[src/hdl/scc_pkg.sv]
`timescale 1ns / 1ps
`default_nettype none

package scc_pkg;

    // Field widths of the point stream and the registers.
    localparam int COORD_W = 24;
    localparam int RAD_W   = 16;
    localparam int DIFF_W  = COORD_W + 1;
    localparam int CNT_W   = 2;

    // Shared multiplier and accumulator widths.
    localparam int MUL_W   = 33;
    localparam int PROD_W  = 2 * MUL_W;
    localparam int ACC_W   = 101;
    localparam int L2_W    = 50;
    localparam int DOT_W   = 51;
    localparam int CRS_W   = 50;
    localparam int HALF_W  = 25;
    localparam int R2_W    = 2 * RAD_W;

    // Configuration port.
    localparam int ADDR_W  = 5;
    localparam int DATA_W  = 32;
    localparam int IDX_W   = 3;

    localparam logic [IDX_W-1:0] REG_ANCHOR_X = 3'd0;
    localparam logic [IDX_W-1:0] REG_ANCHOR_Y = 3'd1;
    localparam logic [IDX_W-1:0] REG_GOAL_X   = 3'd2;
    localparam logic [IDX_W-1:0] REG_GOAL_Y   = 3'd3;
    localparam logic [IDX_W-1:0] REG_GOAL_Z   = 3'd4;
    localparam logic [IDX_W-1:0] REG_RADIUS   = 3'd5;
    localparam logic [IDX_W-1:0] REG_VCLEAR   = 3'd6;

    localparam logic [RAD_W-1:0] RADIUS_RST = 16'd128;
    localparam logic [RAD_W-1:0] VCLEAR_RST = 16'd256;
    localparam logic [CNT_W-1:0] CNT_SAT    = 2'd2;

    // Multiplier operand sources.
    localparam int OPD_W = 4;
    localparam logic [OPD_W-1:0] OPD_SX = 4'd0;
    localparam logic [OPD_W-1:0] OPD_SY = 4'd1;
    localparam logic [OPD_W-1:0] OPD_AX = 4'd2;
    localparam logic [OPD_W-1:0] OPD_AY = 4'd3;
    localparam logic [OPD_W-1:0] OPD_GX = 4'd4;
    localparam logic [OPD_W-1:0] OPD_GY = 4'd5;
    localparam logic [OPD_W-1:0] OPD_R  = 4'd6;
    localparam logic [OPD_W-1:0] OPD_CH = 4'd7;
    localparam logic [OPD_W-1:0] OPD_CL = 4'd8;
    localparam logic [OPD_W-1:0] OPD_R2 = 4'd9;
    localparam logic [OPD_W-1:0] OPD_LH = 4'd10;
    localparam logic [OPD_W-1:0] OPD_LL = 4'd11;

    // Accumulator operations on the previous step's product.
    localparam int ACC_OP_W = 3;
    localparam logic [ACC_OP_W-1:0] ACC_NONE = 3'd0;
    localparam logic [ACC_OP_W-1:0] ACC_LOAD = 3'd1;
    localparam logic [ACC_OP_W-1:0] ACC_NEG  = 3'd2;
    localparam logic [ACC_OP_W-1:0] ACC_ADD  = 3'd3;
    localparam logic [ACC_OP_W-1:0] ACC_SUB  = 3'd4;

    // Left shift applied to the product before accumulation.
    localparam int SH_W = 2;
    localparam logic [SH_W-1:0] SH_0  = 2'd0;
    localparam logic [SH_W-1:0] SH_25 = 2'd1;
    localparam logic [SH_W-1:0] SH_26 = 2'd2;
    localparam logic [SH_W-1:0] SH_50 = 2'd3;

    // Where the current accumulator value is saved.
    localparam int ST_W = 3;
    localparam logic [ST_W-1:0] ST_NONE  = 3'd0;
    localparam logic [ST_W-1:0] ST_L2    = 3'd1;
    localparam logic [ST_W-1:0] ST_DOT   = 3'd2;
    localparam logic [ST_W-1:0] ST_CROSS = 3'd3;
    localparam logic [ST_W-1:0] ST_R2    = 3'd4;

    // Sequencing.
    localparam int SEQ_W = 2;
    localparam logic [SEQ_W-1:0] SEQ_NEXT = 2'd0;
    localparam logic [SEQ_W-1:0] SEQ_JUMP = 2'd1;
    localparam logic [SEQ_W-1:0] SEQ_END  = 2'd2;

    localparam logic COND_ANCHOR = 1'b0;
    localparam logic COND_GOAL   = 1'b1;

    localparam int PC_W = 5;
    localparam logic [PC_W-1:0] PC_ANCHOR = 5'd20;
    localparam logic [PC_W-1:0] PC_GOAL   = 5'd25;

    typedef struct packed {
        logic [OPD_W-1:0]    opa;
        logic [OPD_W-1:0]    opb;
        logic [ACC_OP_W-1:0] acc;
        logic [SH_W-1:0]     sh;
        logic [ST_W-1:0]     st;
        logic [SEQ_W-1:0]    seq;
        logic                cond;
        logic [PC_W-1:0]     tgt;
    } t_ctl;

    typedef struct packed {
        logic anchor;
        logic goal;
        logic acc_nonneg;
    } t_flags;

    function automatic t_ctl scc_cw(
        input logic [OPD_W-1:0]    opa,
        input logic [OPD_W-1:0]    opb,
        input logic [ACC_OP_W-1:0] acc,
        input logic [SH_W-1:0]     sh,
        input logic [ST_W-1:0]     st,
        input logic [SEQ_W-1:0]    seq,
        input logic                cond,
        input logic [PC_W-1:0]     tgt
    );
        t_ctl c;
        c.opa  = opa;
        c.opb  = opb;
        c.acc  = acc;
        c.sh   = sh;
        c.st   = st;
        c.seq  = seq;
        c.cond = cond;
        c.tgt  = tgt;
        return c;
    endfunction

    // Microprogram. The multiply of a step lands in the product register;
    // the accumulator consumes it in the following step. A store saves the
    // accumulator as it stands at the start of the step.
    function automatic t_ctl scc_ucode(input logic [PC_W-1:0] pc);
        t_ctl c;
        case (pc)
            // l2 = sx*sx + sy*sy
            5'd0:  c = scc_cw(OPD_SX, OPD_SX, ACC_NONE, SH_0, ST_NONE, SEQ_NEXT,
                              COND_ANCHOR, '0);
            5'd1:  c = scc_cw(OPD_SY, OPD_SY, ACC_LOAD, SH_0, ST_NONE, SEQ_NEXT,
                              COND_ANCHOR, '0);
            5'd2:  c = scc_cw(OPD_AX, OPD_SX, ACC_ADD, SH_0, ST_NONE, SEQ_NEXT,
                              COND_ANCHOR, '0);
            // dot = ax*sx + ay*sy
            5'd3:  c = scc_cw(OPD_AY, OPD_SY, ACC_LOAD, SH_0, ST_L2, SEQ_NEXT,
                              COND_ANCHOR, '0);
            5'd4:  c = scc_cw(OPD_AX, OPD_SY, ACC_ADD, SH_0, ST_NONE, SEQ_NEXT,
                              COND_ANCHOR, '0);
            // cross = ax*sy - ay*sx
            5'd5:  c = scc_cw(OPD_AY, OPD_SX, ACC_LOAD, SH_0, ST_DOT, SEQ_NEXT,
                              COND_ANCHOR, '0);
            5'd6:  c = scc_cw(OPD_R, OPD_R, ACC_SUB, SH_0, ST_NONE, SEQ_NEXT,
                              COND_ANCHOR, '0);
            5'd7:  c = scc_cw(OPD_R, OPD_R, ACC_LOAD, SH_0, ST_CROSS, SEQ_NEXT,
                              COND_ANCHOR, '0);
            // Pick the case, and start cross squared as -(h*h << 50) ...
            5'd8:  c = scc_cw(OPD_CH, OPD_CH, ACC_NONE, SH_0, ST_R2, SEQ_JUMP,
                              COND_ANCHOR, PC_ANCHOR);
            5'd9:  c = scc_cw(OPD_CH, OPD_CL, ACC_NEG, SH_50, ST_NONE, SEQ_JUMP,
                              COND_GOAL, PC_GOAL);
            // ... - (h*l << 26) - l*l + (r2*lh << 25) + r2*ll
            5'd10: c = scc_cw(OPD_CL, OPD_CL, ACC_SUB, SH_26, ST_NONE, SEQ_NEXT,
                              COND_ANCHOR, '0);
            5'd11: c = scc_cw(OPD_R2, OPD_LH, ACC_SUB, SH_0, ST_NONE, SEQ_NEXT,
                              COND_ANCHOR, '0);
            5'd12: c = scc_cw(OPD_R2, OPD_LL, ACC_ADD, SH_25, ST_NONE, SEQ_NEXT,
                              COND_ANCHOR, '0);
            5'd13: c = scc_cw(OPD_R, OPD_R, ACC_ADD, SH_0, ST_NONE, SEQ_NEXT,
                              COND_ANCHOR, '0);
            // Distance to the anchor: r*r - ax*ax - ay*ay
            5'd20: c = scc_cw(OPD_AX, OPD_AX, ACC_NONE, SH_0, ST_NONE, SEQ_NEXT,
                              COND_ANCHOR, '0);
            5'd21: c = scc_cw(OPD_AY, OPD_AY, ACC_NEG, SH_0, ST_NONE, SEQ_NEXT,
                              COND_ANCHOR, '0);
            5'd22: c = scc_cw(OPD_R, OPD_R, ACC_SUB, SH_0, ST_NONE, SEQ_NEXT,
                              COND_ANCHOR, '0);
            5'd23: c = scc_cw(OPD_R, OPD_R, ACC_ADD, SH_0, ST_NONE, SEQ_NEXT,
                              COND_ANCHOR, '0);
            // Distance to the goal: r*r - gx*gx - gy*gy
            5'd25: c = scc_cw(OPD_GX, OPD_GX, ACC_NONE, SH_0, ST_NONE, SEQ_NEXT,
                              COND_ANCHOR, '0);
            5'd26: c = scc_cw(OPD_GY, OPD_GY, ACC_NEG, SH_0, ST_NONE, SEQ_NEXT,
                              COND_ANCHOR, '0);
            5'd27: c = scc_cw(OPD_R, OPD_R, ACC_SUB, SH_0, ST_NONE, SEQ_NEXT,
                              COND_ANCHOR, '0);
            5'd28: c = scc_cw(OPD_R, OPD_R, ACC_ADD, SH_0, ST_NONE, SEQ_NEXT,
                              COND_ANCHOR, '0);
            // Steps 14, 24 and 29 end the point: near when the sum is >= 0.
            default: c = scc_cw(OPD_R, OPD_R, ACC_NONE, SH_0, ST_NONE, SEQ_END,
                                COND_ANCHOR, '0);
        endcase
        return c;
    endfunction

endpackage

`default_nettype wire

[src/hdl/scc_datapath.sv]
`timescale 1ns / 1ps
`default_nettype none

module scc_datapath import scc_pkg::*; (
    input  wire logic                       i_clk,
    input  wire logic                       i_load,
    input  wire logic                       i_run,
    input  wire logic signed [COORD_W-1:0]  i_point_x,
    input  wire logic signed [COORD_W-1:0]  i_point_y,
    input  wire logic signed [COORD_W-1:0]  i_anchor_x,
    input  wire logic signed [COORD_W-1:0]  i_anchor_y,
    input  wire logic signed [COORD_W-1:0]  i_goal_x,
    input  wire logic signed [COORD_W-1:0]  i_goal_y,
    input  wire logic        [RAD_W-1:0]    i_radius,
    input  wire t_ctl                       i_ctl,
    output t_flags                          o_flags
);

    logic signed [DIFF_W-1:0] r_sx, r_sy, r_ax, r_ay, r_gx, r_gy;
    logic signed [PROD_W-1:0] r_prod;
    logic signed [ACC_W-1:0]  r_acc;
    logic        [L2_W-1:0]   r_l2;
    logic signed [DOT_W-1:0]  r_dot;
    logic        [CRS_W-1:0]  r_crs;
    logic        [R2_W-1:0]   r_r2;

    logic signed [MUL_W-1:0]  w_a, w_b;
    logic signed [ACC_W-1:0]  w_term, w_abs, n_acc;

    // Operand selection for the shared multiplier.
    function automatic logic signed [MUL_W-1:0] pick(input logic [OPD_W-1:0] sel,
        input logic signed [DIFF_W-1:0] sx, input logic signed [DIFF_W-1:0] sy,
        input logic signed [DIFF_W-1:0] ax, input logic signed [DIFF_W-1:0] ay,
        input logic signed [DIFF_W-1:0] gx, input logic signed [DIFF_W-1:0] gy,
        input logic [RAD_W-1:0] r, input logic [CRS_W-1:0] crs,
        input logic [R2_W-1:0] r2, input logic [L2_W-1:0] l2);
        logic signed [MUL_W-1:0] v;
        case (sel)
            OPD_SX:  v = MUL_W'(sx);
            OPD_SY:  v = MUL_W'(sy);
            OPD_AX:  v = MUL_W'(ax);
            OPD_AY:  v = MUL_W'(ay);
            OPD_GX:  v = MUL_W'(gx);
            OPD_GY:  v = MUL_W'(gy);
            OPD_R:   v = $signed(MUL_W'(r));
            OPD_CH:  v = $signed(MUL_W'(crs[CRS_W-1:HALF_W]));
            OPD_CL:  v = $signed(MUL_W'(crs[HALF_W-1:0]));
            OPD_R2:  v = $signed(MUL_W'(r2));
            OPD_LH:  v = $signed(MUL_W'(l2[L2_W-1:HALF_W]));
            OPD_LL:  v = $signed(MUL_W'(l2[HALF_W-1:0]));
            default: v = '0;
        endcase
        return v;
    endfunction

    assign w_a = pick(i_ctl.opa, r_sx, r_sy, r_ax, r_ay, r_gx, r_gy, i_radius,
                      r_crs, r_r2, r_l2);
    assign w_b = pick(i_ctl.opb, r_sx, r_sy, r_ax, r_ay, r_gx, r_gy, i_radius,
                      r_crs, r_r2, r_l2);

    // Aligned product and the next accumulator value.
    always_comb begin
        case (i_ctl.sh)
            SH_25:   w_term = ACC_W'(r_prod) <<< 25;
            SH_26:   w_term = ACC_W'(r_prod) <<< 26;
            SH_50:   w_term = ACC_W'(r_prod) <<< 50;
            default: w_term = ACC_W'(r_prod);
        endcase
        case (i_ctl.acc)
            ACC_LOAD: n_acc = w_term;
            ACC_NEG:  n_acc = -w_term;
            ACC_ADD:  n_acc = r_acc + w_term;
            ACC_SUB:  n_acc = r_acc - w_term;
            default:  n_acc = r_acc;
        endcase
    end

    assign w_abs = r_acc[ACC_W-1] ? -r_acc : r_acc;

    // Offsets are taken when a point is accepted; the rest runs per step.
    always_ff @(posedge i_clk) begin
        if (i_load) begin
            r_sx <= DIFF_W'(i_goal_x) - DIFF_W'(i_anchor_x);
            r_sy <= DIFF_W'(i_goal_y) - DIFF_W'(i_anchor_y);
            r_ax <= DIFF_W'(i_point_x) - DIFF_W'(i_anchor_x);
            r_ay <= DIFF_W'(i_point_y) - DIFF_W'(i_anchor_y);
            r_gx <= DIFF_W'(i_point_x) - DIFF_W'(i_goal_x);
            r_gy <= DIFF_W'(i_point_y) - DIFF_W'(i_goal_y);
        end else if (i_run) begin
            r_prod <= w_a * w_b;
            r_acc  <= n_acc;
            case (i_ctl.st)
                ST_L2:    r_l2  <= r_acc[L2_W-1:0];
                ST_DOT:   r_dot <= r_acc[DOT_W-1:0];
                ST_CROSS: r_crs <= w_abs[CRS_W-1:0];
                ST_R2:    r_r2  <= r_acc[R2_W-1:0];
                default: begin
                end
            endcase
        end
    end

    // Branch and result conditions.
    assign o_flags.anchor     = (r_l2 == '0) || (r_dot <= 0);
    assign o_flags.goal       = r_dot >= $signed({1'b0, r_l2});
    assign o_flags.acc_nonneg = ~r_acc[ACC_W-1];

endmodule

`default_nettype wire

[config.mk]
export PLATFORM = sky130hd
export DESIGN_NAME = scc_datapath
export DESIGN_NICKNAME = d
export VERILOG_FILES = /design/src/hdl/scc_pkg.sv /design/src/hdl/scc_datapath.sv
export SDC_FILE = /design/constraint.sdc
export NUM_CORES = 2
export LEC_CHECK = 0
export ABC_AREA = 1
export BUFFER_PORTS_ARGS = -buffer_cell sky130_fd_sc_hd__buf_4
export CORE_UTILIZATION = 55
export CTS_CLUSTER_DIAMETER = 100
export CTS_CLUSTER_SIZE = 12
export DETAILED_ROUTE_END_ITERATION = 7
export PLACE_DENSITY = 0.82
export SLEW_MARGIN = 20
export SYNTH_ARGS = -nofsm -noshare
export SYNTH_HDL_FRONTEND = slang
export SYNTH_SLANG_ARGS = --single-unit
[constraint.sdc]
create_clock -name i_clk -period 25.9 [get_ports i_clk]
set_input_delay 2.59 -clock i_clk [delete_from_list [all_inputs] [get_ports i_clk]]
set_output_delay 2.59 -clock i_clk [all_outputs]
set_load 0.005 [all_outputs]
==> out/metrics.yaml <==
multi_input_area_um2: 57300
synth_xor_area_share_pct: 3.50
final_antenna_net_count: 0
cpMaxStageDelayCell: "a221oi_1"
synth-edff-count: 500
ys_seq_area_share_pct: 18.1
rr_endpoint: "r_prod[64]$_DFFE_PP_"
numCtsBuffers: 50
ys_warn_count: 0
synth_top_area_share_pct: 27.8
r2r_setup_slack_ps: 15500
slowest_delay_ps: 900
drive_above_1_share_pct: 4.68
wl_met3_um: 43900
totalWireLength_um: 303000
cts_setup_buffers: 0
synth.net_count: 12500
synth.mux.area_fraction_pct: 0.0362
fillers: 13300
clock_latency_ps: 730
nets: 12500
drt-met1-wl_um: 108000
grt_pass1_vias: 77900
route.detailed.drc: 6
finClkSkew_ps: 152
cp_max_fo: 32
hp-class: "reg2reg"
setup_viol: 0
yosys.area_share.adder_pct: 35.6
finalSetupTns_ps: 0
initialDrtViolationCount: 10400
avgSynthCellArea_um2: 7.79
numPortBuffers: 181
met2_length_um: 132000
crit_start: "i_ctl[19]"
arrival_ps: 12880
r2r-start: "r_l2[7]$_DFFE_PP_"
die_y_um: 390
crit_top_cell: "inv_1"
seq_area_um2: 15000
synth_compound_area_share_pct: 11.3
crit_type: "in2reg"
finalHoldViolations: 0
synth-simple-area-share_pct: 18.6
clk_pin_slew_ps: 80
rows: 142
cts_tree: "built"
cts.sinks: 500
ctsResizeCount: 0
synth-seq-cells: 500
ios: 190
cap_violations: 0
dieArea_um2: 152000
ys_types: 70
viasPerCell: 6.07
grt_start_max_net_pins: 91
core_um2: 150000
wl_per_cell_um: 23.9
clk_path_buf_depth: 3
post-route-min-period_ps: 12550
area_delta_synth_final_pct: 6.01
synthTopCellsByArea: "fa_1 (28%), edfxtp_1 (18%), inv_1 (11%), nand2_1 (11%), ha_1 (7.7%)"
via_count: 77000
drt_pass1_iterations: 8
dpl.hpwl_um: 242000
status: "finished with violations"
top_layer_used: "met5"
required_ps: 26230
grt_pass1_wl_um: 457000
synth_top_family_by_area: "adder cells"
yosys.area.top_type: "fa_1"
rsz0062_at_grt: "false"
worst_pin_slew_ps: 1290
start_kind: "input port"
grt_antenna_before_repair: 16
htreeDepth: 2
grt-ovfl-total: 0
syn_inst: 10600
post-route-period-util_pct: 48.5
synth_async_sr_flop_share_pct: 0
max_clock_freq_mhz: 79.7
min_path_cells: 0
grt_use_total_pct: 39.9
die_w_um: 390
slew_violations: 0
end_kind: "register"
worstRegToRegCells: 28
syn-cell-area_um2: 82800
ys.flop_type: "edfxtp_1"
routabilityCongestion: 1.09
violations: "DRC"
cts-root-buf: "clkbuf_16"
ctsHoldBuffers: 0
maxSlewHeadroom_pct: 13.7
endpoint: "r_prod[64]$_DFFE_PP_"
initial_core_util_pct: 55.4
## layer usage
layer | up-vias | GRT usage (%)
met5 | - | 0
met4 | 8 | 21.4
met3 | 1278 | 14.4
met2 | 5386 | 60.7
met1 | 37000 | 49.5
li1 | 33300 | -
## layout by cell type (no fill, tap or decap), drive strengths merged, types with 70 or more instances in the layout
| master | netlist | layout |
|---|---|---|
| inv | 2470 | 2474 |
| nand2 | 2366 | 2366 |
| fa | 1152 | 1152 |
| nor2 | 729 | 729 |
| a21oi | 527 | 527 |
| ha | 513 | 513 |
| edfxtp | 500 | 500 |
| o21ai | 480 | 480 |
| nand3 | 352 | 352 |
| buf | 36 | 297 |
| xor2 | 221 | 221 |
| o22ai | 136 | 136 |
| a221oi | 115 | 115 |
| xnor2 | 110 | 110 |
| nand4 | 80 | 80 |
| nor3 | 78 | 78 |
| o211ai | 70 | 70 |
| nor4 | 70 | 70 |
## state kept, by name, summed over array words and instances (netlist names)
| register | count |
|---|---|
| r_sy | 25 |
| r_r2 | 32 |
| r_l2 | 50 |
| r_sx | 25 |
| r_prod | 66 |
| r_gy | 25 |
| r_gx | 25 |
| r_ax | 25 |
| r_ay | 25 |
| r_acc | 101 |
| r_crs | 50 |
| r_dot | 51 |
## worst min-delay path by stage
stage | start | endpoint | slack, ps
floorplan | r_acc[50]$_DFFE_PP_ | r_dot[50]$_DFFE_PP_ | 430
detailed placement | r_acc[50]$_DFFE_PP_ | r_dot[50]$_DFFE_PP_ | 560
CTS | r_acc[50]$_DFFE_PP_ | r_dot[50]$_DFFE_PP_ | 630
finish | r_acc[50]$_DFFE_PP_ | r_dot[50]$_DFFE_PP_ | 660
global route | r_acc[50]$_DFFE_PP_ | r_dot[50]$_DFFE_PP_ | 650
global placement | r_acc[50]$_DFFE_PP_ | r_dot[50]$_DFFE_PP_ | 570
## kinds of logic (layout without fill, tap and decap cells)
logic type	count (synthesis)	after routing
xor+xnor	331	331
flops	500	500
fa+ha+maj	1665	1665
other cells	0	11
compound gates	1585	1585
simple gates	3738	3738
buf+inv	2809	2836
mux	3	3
## stage by stage
stage	setup WS, ps	instance area [um2]	util, %	hold slack (ps)	instances
detailed placement	13080	86300	57.7	562	12600
global route	13040	87800	58.7	648	12700
CTS	13650	87800	58.7	627	12700
global placement	13080	86300	57.7	571	12600
finish	13350	87800	58.7	663	12700
floorplan	14370	82800	-	433	10600
## cell type report
class,instances,area share (%)
multi-input combinational,7322,65.2
sequential,500,17.1
inverter,2473,10.6
tap,2016,2.87
timing repair buffer,302,2.59
clock buffer,52,1.43
clock inverter,9,0.172
antenna,11,0.0313
## critical path, delay by kind of cell
family	cells	cell delay, ps
AO/OA/AOI/OAI	6	2360
adder cells (fa/ha/maj)	9	4550
XOR/XNOR	1	200
buffers and inverters	13	2150
AND/OR/NAND/NOR	5	1000
## synthesized netlist by cell type (72+ instances only)
library cell  count
nor2_1          695
a221oi_1        115
xor2_1          221
a21oi_1         527
o21ai_0         439
xnor2_1         110
nand4_1          79
nand3_1         348
o22ai_1         136
nor3_1           72
fa_1           1152
clkbuf_1        300
nand2_1        2345
edfxtp_1        500
ha_1            513
inv_1          2450
Power is left out: the tool's default activity adds up to more than one toggle a clock period on the data nets, which glitch-free logic cannot reach.
